<file path="src/rtl/core/srt_pkg.sv">
// Types and codes of the sub-packet reassembly tracker.
// Used by srt_step, the top level and the port checker; depends on nothing.
`timescale 1ns / 1ps

package srt_pkg;

  localparam int MASK_W   = 64;
  localparam int TOTAL_W  = 13;
  localparam int OFFSET_W = 12;

  localparam logic [TOTAL_W-1:0] TOTAL_MAX = 13'd8191;

  localparam logic [1:0] CMD_SUBPACKET = 2'd0;
  localparam logic [1:0] CMD_TICK      = 2'd1;
  localparam logic [1:0] CMD_START     = 2'd2;

  localparam logic [1:0] CFG_PACKET_ID  = 2'd0;
  localparam logic [1:0] CFG_SUBPACKETS = 2'd1;
  localparam logic [1:0] CFG_RETRY      = 2'd2;

  typedef enum logic [2:0] {
    ST_STORED    = 3'd0,
    ST_DUP       = 3'd1,
    ST_WRONG_ID  = 3'd2,
    ST_REQUEST   = 3'd3,
    ST_EXHAUSTED = 3'd4,
    ST_IDLE      = 3'd5,
    ST_STARTED   = 3'd6
  } srt_status_t;

  typedef struct packed {
    logic [1:0]  cmd;
    logic [15:0] pkt_id;
    logic [5:0]  sub_index;
    logic [6:0]  sub_count;
    logic [6:0]  byte_count;
  } srt_item_t;

  typedef struct packed {
    logic [15:0] expected_pkt_id;
    logic [6:0]  expected_subpackets;
    logic [3:0]  retry_limit;
  } srt_cfg_t;

  typedef struct packed {
    logic [MASK_W-1:0]  bitmap;
    logic [TOTAL_W-1:0] total;
    logic [3:0]         retries;
    logic               active;
  } srt_state_t;

  typedef struct packed {
    srt_status_t         status;
    logic [OFFSET_W-1:0] write_offset;
    logic [MASK_W-1:0]   request_mask;
    logic                complete;
    logic [TOTAL_W-1:0]  total_bytes;
  } srt_result_t;

endpackage

</file>
<file path="src/rtl/core/srt_step.sv">
// Per-word decision logic of the reassembly tracker: result and next state.
// Pure combinational; depends on srt_pkg.
`timescale 1ns / 1ps

module srt_step #(
  parameter int SUBPACKET_BYTES = 64,
  parameter int MAX_SUBPACKETS  = 64
) (
  input  srt_pkg::srt_item_t   item,
  input  srt_pkg::srt_cfg_t    cfg,
  input  srt_pkg::srt_state_t  state,
  output srt_pkg::srt_result_t result,
  output srt_pkg::srt_state_t  state_next
);

  localparam int PROD_W = 6 + $clog2(SUBPACKET_BYTES + 1);
  localparam logic [6:0] MAX_CNT = 7'(MAX_SUBPACKETS);

  logic [6:0]                   cnt_sat;
  logic [6:0]                   exp_sat;
  logic [srt_pkg::MASK_W-1:0]   cnt_mask;
  logic [srt_pkg::MASK_W-1:0]   exp_mask;
  logic [srt_pkg::MASK_W-1:0]   bit_sel;
  logic [srt_pkg::MASK_W-1:0]   bitmap_set;
  logic                         idx_ok;
  logic                         seen;
  logic [PROD_W-1:0]            prod;
  logic [srt_pkg::TOTAL_W:0]    sum;
  logic [srt_pkg::TOTAL_W-1:0]  sum_sat;

  always_comb begin
    cnt_sat  = (item.sub_count > MAX_CNT) ? MAX_CNT : item.sub_count;
    exp_sat  = (cfg.expected_subpackets > MAX_CNT) ? MAX_CNT : cfg.expected_subpackets;
    cnt_mask = (cnt_sat >= 7'd64) ? '1 : ((64'd1 << cnt_sat) - 64'd1);
    exp_mask = (exp_sat >= 7'd64) ? '1 : ((64'd1 << exp_sat) - 64'd1);
    idx_ok   = {1'b0, item.sub_index} < MAX_CNT;
    bit_sel  = 64'd1 << item.sub_index;
    seen     = (state.bitmap & bit_sel) != '0;
    bitmap_set = state.bitmap | bit_sel;
    prod     = PROD_W'(item.sub_index) * PROD_W'(SUBPACKET_BYTES);
    sum      = {1'b0, state.total} + (srt_pkg::TOTAL_W + 1)'(item.byte_count);
    sum_sat  = sum[srt_pkg::TOTAL_W] ? srt_pkg::TOTAL_MAX : sum[srt_pkg::TOTAL_W-1:0];
  end

  always_comb begin
    state_next          = state;
    result.status       = srt_pkg::ST_IDLE;
    result.write_offset = '0;
    result.request_mask = '0;
    result.complete     = 1'b0;
    case (item.cmd)
      srt_pkg::CMD_START: begin
        state_next.bitmap  = '0;
        state_next.total   = '0;
        state_next.retries = cfg.retry_limit;
        state_next.active  = 1'b1;
        result.status      = srt_pkg::ST_STARTED;
      end
      srt_pkg::CMD_SUBPACKET: begin
        if (state.active) begin
          if (item.pkt_id != cfg.expected_pkt_id) begin
            state_next.active = 1'b0;
            result.status     = srt_pkg::ST_WRONG_ID;
          end else if (!idx_ok || seen) begin
            result.status = srt_pkg::ST_DUP;
          end else begin
            state_next.bitmap   = bitmap_set;
            state_next.total    = sum_sat;
            result.status       = srt_pkg::ST_STORED;
            result.write_offset = srt_pkg::OFFSET_W'(prod);
            if (bitmap_set == cnt_mask) begin
              result.complete   = 1'b1;
              state_next.active = 1'b0;
            end
          end
        end
      end
      srt_pkg::CMD_TICK: begin
        if (state.active) begin
          if (state.retries != 4'd0) begin
            result.request_mask = ~state.bitmap & exp_mask;
            state_next.retries  = state.retries - 4'd1;
            result.status       = srt_pkg::ST_REQUEST;
          end else begin
            state_next.active = 1'b0;
            result.status     = srt_pkg::ST_EXHAUSTED;
          end
        end
      end
      default: begin
        result.status = srt_pkg::ST_IDLE;
      end
    endcase
    result.total_bytes = state_next.total;
  end

endmodule

</file>
<file path="src/rtl/core/subpacket_reassembly_tracker.sv">
// Top level of the sub-packet reassembly tracker: stream ports, registers, state.
// Depends on srt_pkg and srt_step.
// A word accepted is held in the input register; its result is loaded into the
// output register once that register is free or being read, and shown from then on.
// Throughput: one word per cycle unless m_tready stalls the output; bitmap and total update as each word advances.
// Reset (rst, synchronous, active high): tracker idle, bitmap, total and retries
// cleared, registers back to packet id 0, 64 sub-packets, retry limit 4.
`timescale 1ns / 1ps

module subpacket_reassembly_tracker #(
  parameter int SUBPACKET_BYTES = 64,
  parameter int MAX_SUBPACKETS  = 64
) (
  input  logic        clk,
  input  logic        rst,
  input  logic        s_tvalid,
  output logic        s_tready,
  input  logic [39:0] s_tdata,   // pkt_id, sub_index, sub_count, byte_count, zero pad
  input  logic [1:0]  s_tuser,   // cmd
  output logic        m_tvalid,
  input  logic        m_tready,
  output logic [95:0] m_tdata,   // write_offset, request_mask, total_bytes, zero pad
  output logic [2:0]  m_tuser,   // status
  output logic        m_tlast,   // complete
  input  logic        cfg_valid,
  output logic        cfg_ready,
  input  logic [1:0]  cfg_index,
  input  logic [15:0] cfg_data
);

  srt_pkg::srt_item_t   item;
  logic                 item_valid;
  srt_pkg::srt_cfg_t    cfg;
  srt_pkg::srt_state_t  state;
  srt_pkg::srt_state_t  state_next;
  srt_pkg::srt_result_t result;
  srt_pkg::srt_result_t out_reg;
  logic                 out_valid;
  logic                 advance;

  logic [MAX_SUBPACKETS-1:0] bitmap;
  logic [12:0]               total;
  logic [3:0]                retries;
  logic                      active;

  assign advance   = item_valid && (!out_valid || m_tready);
  assign s_tready  = !item_valid || advance;
  assign cfg_ready = 1'b1;

  assign state.bitmap  = srt_pkg::MASK_W'(bitmap);
  assign state.total   = total;
  assign state.retries = retries;
  assign state.active  = active;

  srt_step #(
    .SUBPACKET_BYTES(SUBPACKET_BYTES),
    .MAX_SUBPACKETS (MAX_SUBPACKETS)
  ) u_step (
    .item      (item),
    .cfg       (cfg),
    .state     (state),
    .result    (result),
    .state_next(state_next)
  );

  always_ff @(posedge clk) begin
    if (rst) begin
      item_valid <= 1'b0;
    end else if (s_tready) begin
      item_valid <= s_tvalid;
    end
  end

  always_ff @(posedge clk) begin
    if (s_tvalid && s_tready) begin
      item.cmd        <= s_tuser;
      item.pkt_id     <= s_tdata[15:0];
      item.sub_index  <= s_tdata[21:16];
      item.sub_count  <= s_tdata[28:22];
      item.byte_count <= s_tdata[35:29];
    end
  end

  always_ff @(posedge clk) begin
    if (rst) begin
      out_valid <= 1'b0;
    end else if (advance) begin
      out_valid <= 1'b1;
    end else if (m_tready) begin
      out_valid <= 1'b0;
    end
  end

  always_ff @(posedge clk) begin
    if (advance) begin
      out_reg <= result;
    end
  end

  always_ff @(posedge clk) begin
    if (rst) begin
      bitmap  <= '0;
      total   <= '0;
      retries <= '0;
      active  <= 1'b0;
    end else if (advance) begin
      bitmap  <= state_next.bitmap[MAX_SUBPACKETS-1:0];
      total   <= state_next.total;
      retries <= state_next.retries;
      active  <= state_next.active;
    end
  end

  always_ff @(posedge clk) begin
    if (rst) begin
      cfg.expected_pkt_id     <= 16'd0;
      cfg.expected_subpackets <= 7'd64;
      cfg.retry_limit         <= 4'd4;
    end else if (cfg_valid && cfg_ready) begin
      case (cfg_index)
        srt_pkg::CFG_PACKET_ID:  cfg.expected_pkt_id     <= cfg_data;
        srt_pkg::CFG_SUBPACKETS: cfg.expected_subpackets <= cfg_data[6:0];
        srt_pkg::CFG_RETRY:      cfg.retry_limit         <= cfg_data[3:0];
        default: begin
        end
      endcase
    end
  end

  assign m_tvalid = out_valid;
  assign m_tuser  = out_reg.status;
  assign m_tlast  = out_reg.complete;
  assign m_tdata  = {7'd0, out_reg.total_bytes, out_reg.request_mask, out_reg.write_offset};

endmodule

</file>
<file path="config.mk">
export PLATFORM = sky130hd
export DESIGN_NAME = subpacket_reassembly_tracker
export DESIGN_NICKNAME = d
export VERILOG_FILES = /design/src/rtl/core/srt_pkg.sv /design/src/rtl/core/srt_step.sv /design/src/rtl/core/subpacket_reassembly_tracker.sv
export SDC_FILE = /design/constraint.sdc
export NUM_CORES = 1
export LEC_CHECK = 0
export BUFFER_PORTS_ARGS = -buffer_cell sky130_fd_sc_hd__buf_2
export CORE_ASPECT_RATIO = 1.4
export CORE_UTILIZATION = 49
export DETAILED_ROUTE_END_ITERATION = 7
export PLACE_DENSITY = 0.72
export SLEW_MARGIN = 15
export SYNTH_ARGS = -nofsm -noshare
export SYNTH_HDL_FRONTEND = slang
export SYNTH_HIERARCHICAL = 1
export SYNTH_SLANG_ARGS = --single-unit
</file>
<file path="constraint.sdc">
create_clock -name clk -period 7.1 [get_ports clk]
set_input_delay 0.71 -clock clk [delete_from_list [all_inputs] [get_ports clk]]
set_output_delay 0.71 -clock clk [all_outputs]
set_load 0.05 [all_outputs]
</file>
==> flow_summary.yaml, run 1 <==
finish:
  n_antenna_cell: 0
  final_area_sq_um: 18460
  area_growth_pct: 9.507
  nNetsFinal: 2061
  multi_input_area_sq_um: 9694
  num-fill-cells: 3145
  regArea_sq_um: 6156
  layout-drive-gt1-share_pct: 15.02
clock_tree:
  clk_pin_slew_ps: 60
  clk_latency_ps: 540
  cts-root-buf: "clkbuf_16"
  ctsHoldBuffers: 0
  clock_sinks: 242
  h-tree-depth: 1
  cts_setup_buffers: 0
  cts-resized-gates: 0
  cts_buffer_depth: 3
  cts_tree: "built"
  cts_made_buffers: 23
sta:
  maxSlewHeadroom_pct: 24.66
  slew_viol_final: 0
  finalSetupViolCount: 0
  finalHoldViolations: 0
  fin_crit_sh_pct: 73.46
  worst_pin_slew_ps: 1130
  rsz0062_at_grt: "false"
  fin_setup_tns_ps: 0
  final.min_clock_period_ps: 5215
  fmaxAchievable_mhz: 191.7
  finClkSkew_ps: 9.940
power_and_ir_drop:
  leakagePower_uw: 0.006358
  power.share.clock_pct: 38.5
  ir_drop_uv: 210.5
  p_sw_share_pct: 27.88
  p_per_area_nw_per_um2: 181.6
  pwr-share-seq_pct: 45.9
  cell_internal_pwr_uw: 2418
  p_comb_share_pct: 15.6
  switchingPower_uw: 934.7
yosys:
  synth.distinct_cells: 102
  yosysTopAreaCell: "edfxtp_1"
  ys_seq_elements: 242
  yosysSeqAreaShare_pct: 36.51
  ys_top_cells_by_area: "edfxtp_1 (23%), dfxtp_1 (13%), nand2b_1 (6.9%), mux2i_1 (6.4%), a21oi_1 (4.7%)"
  synth_area_sq_um: 16860
  async_reset_ff_share_pct: 0
  synth_cells: 1925
  synth_area_per_cell_sq_um: 8.758
  ys.flop_type: "edfxtp_1"
  synth_edf_count: 131
  netlist.area_leader.share_pct: 23.33
  synth-warning-count: 6
floorplan:
  ioPinCount: 168
  rows: 80
  initial_core_util_pct: 49.68
  die_y_um: 221.5
  die_area_sq_um: 35160
  core_sq_um: 33930
  die_w_um: 158.8
placed_design:
  io_buffers: 155
  place_congestion: 1.065
  place_hpwl_um: 42390
  placed_cell_area_sq_um: 17620
worst_setup_path:
  worstSetupPathType: "flop to flop"
  critical_path.max_fanout: 22
  setup.worst_path.start_class: "flop"
  end_kind: "flop"
  worstPathArrival_ps: 5620
  required_ps: 7500
run_status:
  outcome: "finished, final reports clean"
route:
  drtPass1Iterations: 6
  via_count: 15880
  via_per_inst: 6.482
  drt_iter0_markers: 1691
  wl_um: 57140
  drc: 0
  final_antenna_net_count: 0
  avgRoutedWirePerCell_um: 23.33
grt:
  antenna_found_initial: 1
  overflow: 0
  grt_max_degree: 149
  grt_pass1_wl_um: 86770
  grt_pass1_vias: 14780
  grt_use_total_pct: 31.90
run:
  cap_violations: 0
worst_hold_path:
  hp-class: "input port to flop"
## per-layer routing
| metal | up-vias | track usage, % | routed length [um] |
|---|---|---|---|
| li1 | 7199 | - | - |
| met5 | - | 0 | 0 |
| met4 | 0 | 24.46 | 4710 |
| met3 | 246 | 5.136 | 4426 |
| met2 | 903 | 51.97 | 26430 |
| met1 | 7527 | 37.64 | 21580 |
## placed cells by master, fill, tap and decap left out, types with 26 or more instances in the layout
master | Yosys | routed
a21oi_1 | 157 | 156
and3_1 | 30 | 30
dfxtp_1 | 111 | 111
a22o_1 | 34 | 34
buf_2 | 42 | 154
o21ai_0 | 63 | 63
inv_1 | 26 | 26
nor3_1 | 88 | 87
a211oi_1 | 28 | 28
edfxtp_1 | 131 | 131
nor2_1 | 148 | 148
buf_4 | 44 | 46
xnor2_1 | 44 | 44
nand4_1 | 31 | 31
mux2i_1 | 108 | 108
nand3_1 | 47 | 47
nand2_1 | 109 | 109
a31oi_1 | 34 | 34
nand2b_1 | 187 | 186
## worst max-delay path, stage by stage, from the launching register on
cell       delay, ps
edfxtp_1         860
or4_1            570
nor2_1            70
o21ai_0          160
ha_1             260
a21boi_2         280
o21ai_1          300
buf_4            270
nor4_1           550
mux2i_1          250
o2111ai_1        180
a211oi_1         430
nand4_1          280
o31ai_1          360
a22oi_1          110
nand2b_1          90
mux2i_1           60
## final cells by class
class / count / area share, %
clock buffer: 27 / 3.368
multi-input combinational: 1486 / 52.51
sequential: 242 / 33.34
tap: 451 / 3.057
inverter: 27 / 0.5490
timing repair buffer: 201 / 6.195
clock inverter: 15 / 0.9759
## cell families (layout without fill, tap and decap cells)
group | count (synthesis) | in the layout | synth area share [%]
buffers and inverters | 208 | 270 | 6.420
other | 3 | 14 | 0.06679
XOR/XNOR | 62 | 62 | 3.221
AO/OA/AOI/OAI | 466 | 466 | 18.58
adder cells (fa/ha/maj) | 15 | 15 | 1.158
AND/OR/NAND/NOR | 813 | 813 | 27.09
multiplexers | 116 | 116 | 6.947
flip-flops | 242 | 242 | 36.51
## cells in the mapped netlist (all sizes together), types with 7 or more instances
cell / number
o31ai: 7
a21oi: 157
nor2: 150
or2: 9
a31oi: 34
buf: 103
edfxtp: 131
or3: 10
nor2b: 22
a211oi: 30
and4: 10
a22oi: 7
o21ai: 66
a32o: 15
a2111oi: 15
nor3: 95
o211ai: 11
or4: 8
o2111ai: 12
xnor2: 44
and2: 23
ha: 14
nor4: 27
mux2: 8
inv: 26
nand3: 47
nand4: 31
nor4b: 9
a22o: 34
xor2: 18
clkbuf: 78
nand2: 110
nand3b: 7
mux2i: 108
and3: 30
a21o: 11
nand2b: 188
dfxtp: 111
nor3b: 16
## power groups by stage
| stage | sequential (uW) | clock (uW) | combinational [uW] |
|---|---|---|---|
| 2_1_floorplan | 1650 | 0 | 308 |
| 3_3_place_gp | 1570 | 0 | 506 |
| 3_5_place_dp | 1570 | 0 | 507 |
| 4_1_cts | 1540 | 1310 | 508 |
| 5_1_grt | 1540 | 1360 | 549 |
| 6_report | 1540 | 1290 | 524 |
## worst paths after layout
| kind | start | to | slack (ps) | cells past startpoint |
|---|---|---|---|---|
| hold reg to reg | cfg[19] | cfg[19] | 470 | 2 |
| hold / removal | s_tdata[26] | item[11] | 340 | 1 |
| setup / recovery | item[7] | active | 1880 | 16 |
| setup reg to reg | item[7] | active | 1880 | 16 |
## metrics by stage
stage | utilization, % | hold slack (ps) | setup slack (ps) | instances | total power, uW
5_1_grt | 54.41 | 323.9 | 1574 | 2449 | 3455
3_5_place_dp | 51.93 | 461.1 | 2030 | 2406 | 2077
4_1_cts | 54.29 | 326.2 | 1994 | 2448 | 3359
2_1_floorplan | - | 448.8 | 3284 | 1936 | 1953
3_3_place_gp | 51.93 | 454.4 | 2067 | 2406 | 2076
6_report | 54.41 | 342.9 | 1885 | 2449 | 3353
## registers in the layout, indices dropped and copies added (netlist names)
register / count
active: 1
bitmap: 64
cfg: 27
item: 38
item_valid: 1
m_tdata: 89
m_tlast: 1
m_tuser: 3
m_tvalid: 1
retries: 4
total: 13
Note: power is estimated with default switching activity, not from simulation.
==> run 2: changes to the inputs <==
Clock period 7.1 ns to 5.1 ns, I/O delays scaled along.
==> run 2 against run 1 <==
- count of clock-buffer cells in the layout is 4 higher
- sequential share of layout area decreased by 0.74 points
- combinational power increased by 46%
- design area increased by 2.3%
- total power grew 38%
- global-route usage up 1.9 points
- register-to-register slack worse by 1200 ps
- clock skew grew 11 ps
- fmax grew 19%
- cell count is 2.4% higher
- wire length increased by 5.5%
- critical path type unchanged
- critical endpoint unchanged
==> flow_summary.yaml, run 2 (synthesis results as in run 1) <==
worst_setup_path:
  rr_endpoint: "active"
  worst_r2r_path_depth: 15
  setup.worst_path.start_class: "flop"
  r2r_slack_ps: 700
  worstSetupPathType: "flop to flop"
  critical_path.cell_chain: "nor2_1 > o21ai_0 > ha_1 > a21boi_2 > o21ai_1 > or4_1 > mux2_2 > xor2_1 > a2111oi_0 > nand4_1 > buf_4 > o31ai_1 > a22oi_1 > nand2b_1 > mux2i_1"
  r2r-start: "item[10]"
  critPathSlowestCell: "edfxtp_1"
  required_ps: 5550
  end_kind: "flop"
  critPathMaxStageDelay_ps: 580
  worstPathArrival_ps: 4850
  critical_path.max_fanout: 11
sta:
  fin_ws_ps: 702.4
  slew_viol_final: 0
  fin_setup_tns_ps: 0
  final.min_clock_period_ps: 4398
  fmaxAchievable_mhz: 227.4
  maxSlewHeadroom_pct: 27.77
  finalSetupViolCount: 0
  finalHoldViolations: 0
  finClkSkew_ps: 21.07
  hold_slack_ps: 113.8
  rsz0062_at_grt: "false"
  fin_crit_sh_pct: 86.23
  worst_pin_slew_ps: 1083
finish:
  num-fill-cells: 3101
  nNetsFinal: 2118
  area_growth_pct: 11.98
  instances_no_fill: 2507
  n_antenna_cell: 0
  final_common_cell: "nand2b_1"
  largest_reg_flops: 89
  layout_common_cells: "nand2b_1 (186), a21oi_1 (156), buf_2 (154)"
  layout-drive-gt1-share_pct: 17.07
power_and_ir_drop:
  pwr-share-seq_pct: 46.5
  p_comb_share_pct: 16.5
  p_total_uw: 4635
  leakagePower_uw: 0.006631
  power.share.clock_pct: 37.1
  ir_drop_uv: 272.3
  switchingPower_uw: 1340
  cell_internal_pwr_uw: 3294
  p_sw_share_pct: 28.92
  p_per_area_nw_per_um2: 245.5
grt:
  grt_pass1_wl_um: 90850
  grt_use_total_pct: 33.75
  grt_max_degree: 114
  grt_pass1_vias: 15280
  overflow: 0
  antenna_found_initial: 0
worst_hold_path:
  min_to: "item[2]"
  hp-class: "input port to flop"
  holdPathStages: 1
  hp-start: "s_tdata[31]"
route:
  final_antenna_net_count: 0
  via_per_inst: 6.432
  wl_um: 60310
  via_count: 16130
  drt_iter0_markers: 1476
  avgRoutedWirePerCell_um: 24.06
  drtPass1Iterations: 8
  drc: 0
floorplan:
  die_w_um: 158.8
  rows: 80
  die_area_sq_um: 35160
  ioPinCount: 168
  initial_core_util_pct: 49.68
  core_sq_um: 33930
  die_y_um: 221.5
clock_tree:
  cts_buffer_depth: 3
  h-tree-depth: 1
  cts_made_buffers: 24
  cts-resized-gates: 0
  cts_setup_buffers: 0
  clk_latency_ps: 570
  clk_pin_slew_ps: 70
  clock_sinks: 242
  cts_tree: "built"
  ctsHoldBuffers: 0
  cts-root-buf: "clkbuf_16"
placed_design:
  io_buffers: 155
  place_congestion: 1.062
  pre_cts_ws_ps: 734.6
  place_hpwl_um: 46040
  dp_cells: 2462
run_status:
  outcome: "finished, final reports clean"
run:
  cap_violations: 0
## run 2: cell count changes in the layout (fill, tap and decap cells not counted), sizes merged
cell and change:
buf +56, clkbuf +4, clkinvlp -3, clkinv +5, bufinv -2, inv -2
## run 2: power groups by stage
stage          clock, uW  combinational, uW  sequential [uW]
5_1_grt             1820                799             2160
3_5_place_dp           0                742             2200
2_1_floorplan          0                428             2290
6_report            1720                763             2150
3_3_place_gp           0                738             2190
4_1_cts             1750                743             2150
## run 2: worst max-delay path: cells and delay by family (launching register included)
family	cells	cell delay, ps
AOI/OAI and AO/OA	6	1670
and+or+nand+nor	4	960
DFF	1	580
muxes	2	390
adders and majority gates	1	300
buffers and inverters	1	190
xor gates and xnor gates	1	170
## run 2: worst max path at each step
stage,start,to,cells past startpoint,slack [ps]
2_1_floorplan,item[10],active,19,1280
3_3_place_gp,item[10],active,15,750
3_5_place_dp,item[10],active,15,730
4_1_cts,item[10],active,15,750
5_1_grt,item[10],active,15,500
6_report,item[10],active,15,700
## run 2: metal layers
metal | wire, um | GRT usage (%) | vias to the layer above
met2 | 29110 | 57.23 | 893
met3 | 4214 | 4.424 | 246
met5 | 0 | 0 | -
li1 | - | - | 7321
met4 | 4903 | 25.31 | 0
met1 | 22070 | 38.78 | 7665
## run 2: layout make-up
class | instances | area (sq um) | share of cell area [%]
Clock buffer | 31 | 636.9 | 3.374
Timing Repair Buffer | 257 | 1614 | 8.550
Sequential cell | 242 | 6156 | 32.61
Clock inverter | 13 | 116.4 | 0.6164
Inverter | 27 | 101.3 | 0.5368
Tap cell | 451 | 564.3 | 2.989
Multi-Input combinational cell | 1486 | 9689 | 51.33
## run 2: through the flow
step                      util, %  instance area, sq um
after floorplan                 -                 16900
after global placement      53.31                 18090
after CTS                   55.53                 18840
after detailed placement    53.31                 18090
final                       55.63                 18880
after global routing        55.63                 18880
==> run 3: changes to the inputs <==
Settings changed: REMOVE_ABC_BUFFERS set to 1.
==> run 3 against run 2 <==
- sequential power about the same
- via count down 1.7%
- count of clock-buffer cells in the layout unchanged
- die area unchanged
- cell count about the same
- register-to-register slack better by 110 ps
- critical path depth up 1
- clock power up 20%
- non-clock buffer count down 5
- clock skew up 11 ps
==> flow_summary.yaml, run 3 (synthesis results as in run 1) <==
sta:
  fin_crit_sh_pct: 84.07
  finalHoldViolations: 0
  worst_pin_slew_ps: 1235
  fmaxAchievable_mhz: 233.2
  finClkSkew_ps: 31.70
  maxSlewHeadroom_pct: 17.65
  finalSetupViolCount: 0
  rsz0062_at_grt: "false"
  fin_setup_tns_ps: 0
  hold_slack_ps: 105.0
  slew_viol_final: 0
  final.min_clock_period_ps: 4288
route:
  avgRoutedWirePerCell_um: 24.95
  via_count: 15850
  via_per_inst: 6.326
  final_antenna_net_count: 0
  wl_um: 62520
  drt_iter0_markers: 1557
  drtPass1Iterations: 7
  drc: 0
clock_tree:
  cts-resized-gates: 0
  ctsHoldBuffers: 0
  clk_latency_ps: 570
  clock_sinks: 242
  cts_made_buffers: 26
  cts_buffer_depth: 3
  cts-root-buf: "clkbuf_16"
  h-tree-depth: 1
  cts_tree: "built"
  cts_setup_buffers: 0
  clk_pin_slew_ps: 60
finish:
  regArea_sq_um: 6156
  layout-drive-gt1-share_pct: 17.13
  area_growth_pct: 12.77
  num-fill-cells: 3122
  layout_common_cells: "nand2b_1 (186), a21oi_1 (156), buf_2 (154)"
  final_common_cell: "nand2b_1"
  n_antenna_cell: 0
  largest_reg_flops: 89
  nNetsFinal: 2115
  multi_input_area_sq_um: 9689
worst_setup_path:
  critPathMaxStageDelay_ps: 580
  crit_buf_inv: 1
  cp_top_family: "simple AND/OR/NAND/NOR gates"
  end_kind: "flop"
  rr_endpoint: "active"
  worst_r2r_path_depth: 16
  r2r-start: "item[13]"
  setup.worst_path.start_class: "flop"
  crit_cells: 16
  required_ps: 5510
  worstPathArrival_ps: 4700
  cpMostUsedCell: "nand4_1"
  worstSetupPathType: "flop to flop"
  critical_path.cell_chain: "or4_1 > nor2_1 > o21ai_0 > ha_1 > a21boi_2 > o21a_1 > buf_4 > o31a_1 > a211oi_2 > nand4_1 > nor4_1 > nand4_1 > o31ai_1 > a22oi_1 > nand2b_1 > mux2i_1"
  critPathSlowestCell: "or4_1"
  critical_path.max_fanout: 8
  r2r_slack_ps: 810
grt:
  grt_use_total_pct: 34.80
  grt_pass1_vias: 14900
  overflow: 0
  grt_pass1_wl_um: 92330
  grt_max_degree: 176
  antenna_found_initial: 0
run:
  cap_violations: 0
placed_design:
  place_congestion: 1.007
  place_hpwl_um: 47630
  io_buffers: 155
worst_hold_path:
  hp-class: "input port to flop"
  hp-start: "s_tdata[28]"
  holdPathStages: 1
  min_to: "item[13]"
floorplan:
  die_w_um: 158.8
  ioPinCount: 168
  die_area_sq_um: 35160
  initial_core_util_pct: 49.68
  rows: 80
  die_y_um: 221.5
  core_sq_um: 33930
power_and_ir_drop:
  p_per_area_nw_per_um2: 262.2
  p_total_uw: 4984
  ir_drop_uv: 336.5
  leakagePower_uw: 0.006689
run_status:
  outcome: "finished, final reports clean"
[run 3: cell types whose count changed in the layout (fill, tap and decap cells not counted), sizes merged]
cell / previous run / this run
buf: 257 / 252
bufinv: 1 / 5
inv: 26 / 29
clkinv: 11 / 9
clkinvlp: 2 / 1
[run 3: report_power, final]
| group | internal, uW | switching (uW) |
|---|---|---|
| clock | 1220 | 849 |
| combinational | 239 | 521 |
| sequential | 2110 | 39.2 |
| total | 3570 | 1410 |
[run 3: layout make-up]
| cell class | count | share of cell area (%) |
|---|---|---|
| multi-input cells | 1486 | 50.97 |
| flip-flops and latches | 242 | 32.38 |
| repair buffers | 252 | 8.253 |
| clock buffers | 31 | 3.594 |
| well taps | 451 | 2.968 |
| clock inverters | 17 | 1.303 |
| inverters | 27 | 0.5331 |
[run 3: worst register-to-register path, stage by stage, from the launching register on]
cell	delay, ps
edfxtp_1	440
or4_1	580
nor2_1	110
o21ai_0	150
ha_1	310
a21boi_2	220
o21a_1	310
buf_4	210
o31a_1	280
a211oi_2	140
nand4_1	300
nor4_1	350
nand4_1	160
o31ai_1	300
a22oi_1	100
nand2b_1	90
mux2i_1	80
[run 3: metrics by stage]
stage	worst slack (ps)	cells	util, %	area [sq um]
after floorplan	-5733	1755	-	15920
after global placement	890.1	2458	53.28	18080
after detailed placement	797.5	2458	53.28	18080
after CTS	788.9	2506	56.03	19010
after global routing	487.4	2506	56.03	19010
final	812.2	2506	56.03	19010
[run 3: how the worst max path moves through the flow]
| stage | startpoint | to | slack (ps) |
|---|---|---|---|
| floorplan | m_tvalid | active | -5730 |
| global placement | item[16] | active | 890 |
| detailed placement | item[16] | active | 800 |
| CTS | item[16] | active | 790 |
| global route | item[19] | active | 490 |
| finish | item[13] | active | 810 |
[run 3: routing by layer]
metal / global-route usage, % / part of all wire [%] / vias up
li1: - / - / 7302
met1: 38.77 / 36 / 7551
met2: 61.60 / 50 / 777
met3: 4.499 / 6.2 / 222
met4: 23.65 / 7.4 / 0
met5: 0 / 0 / -
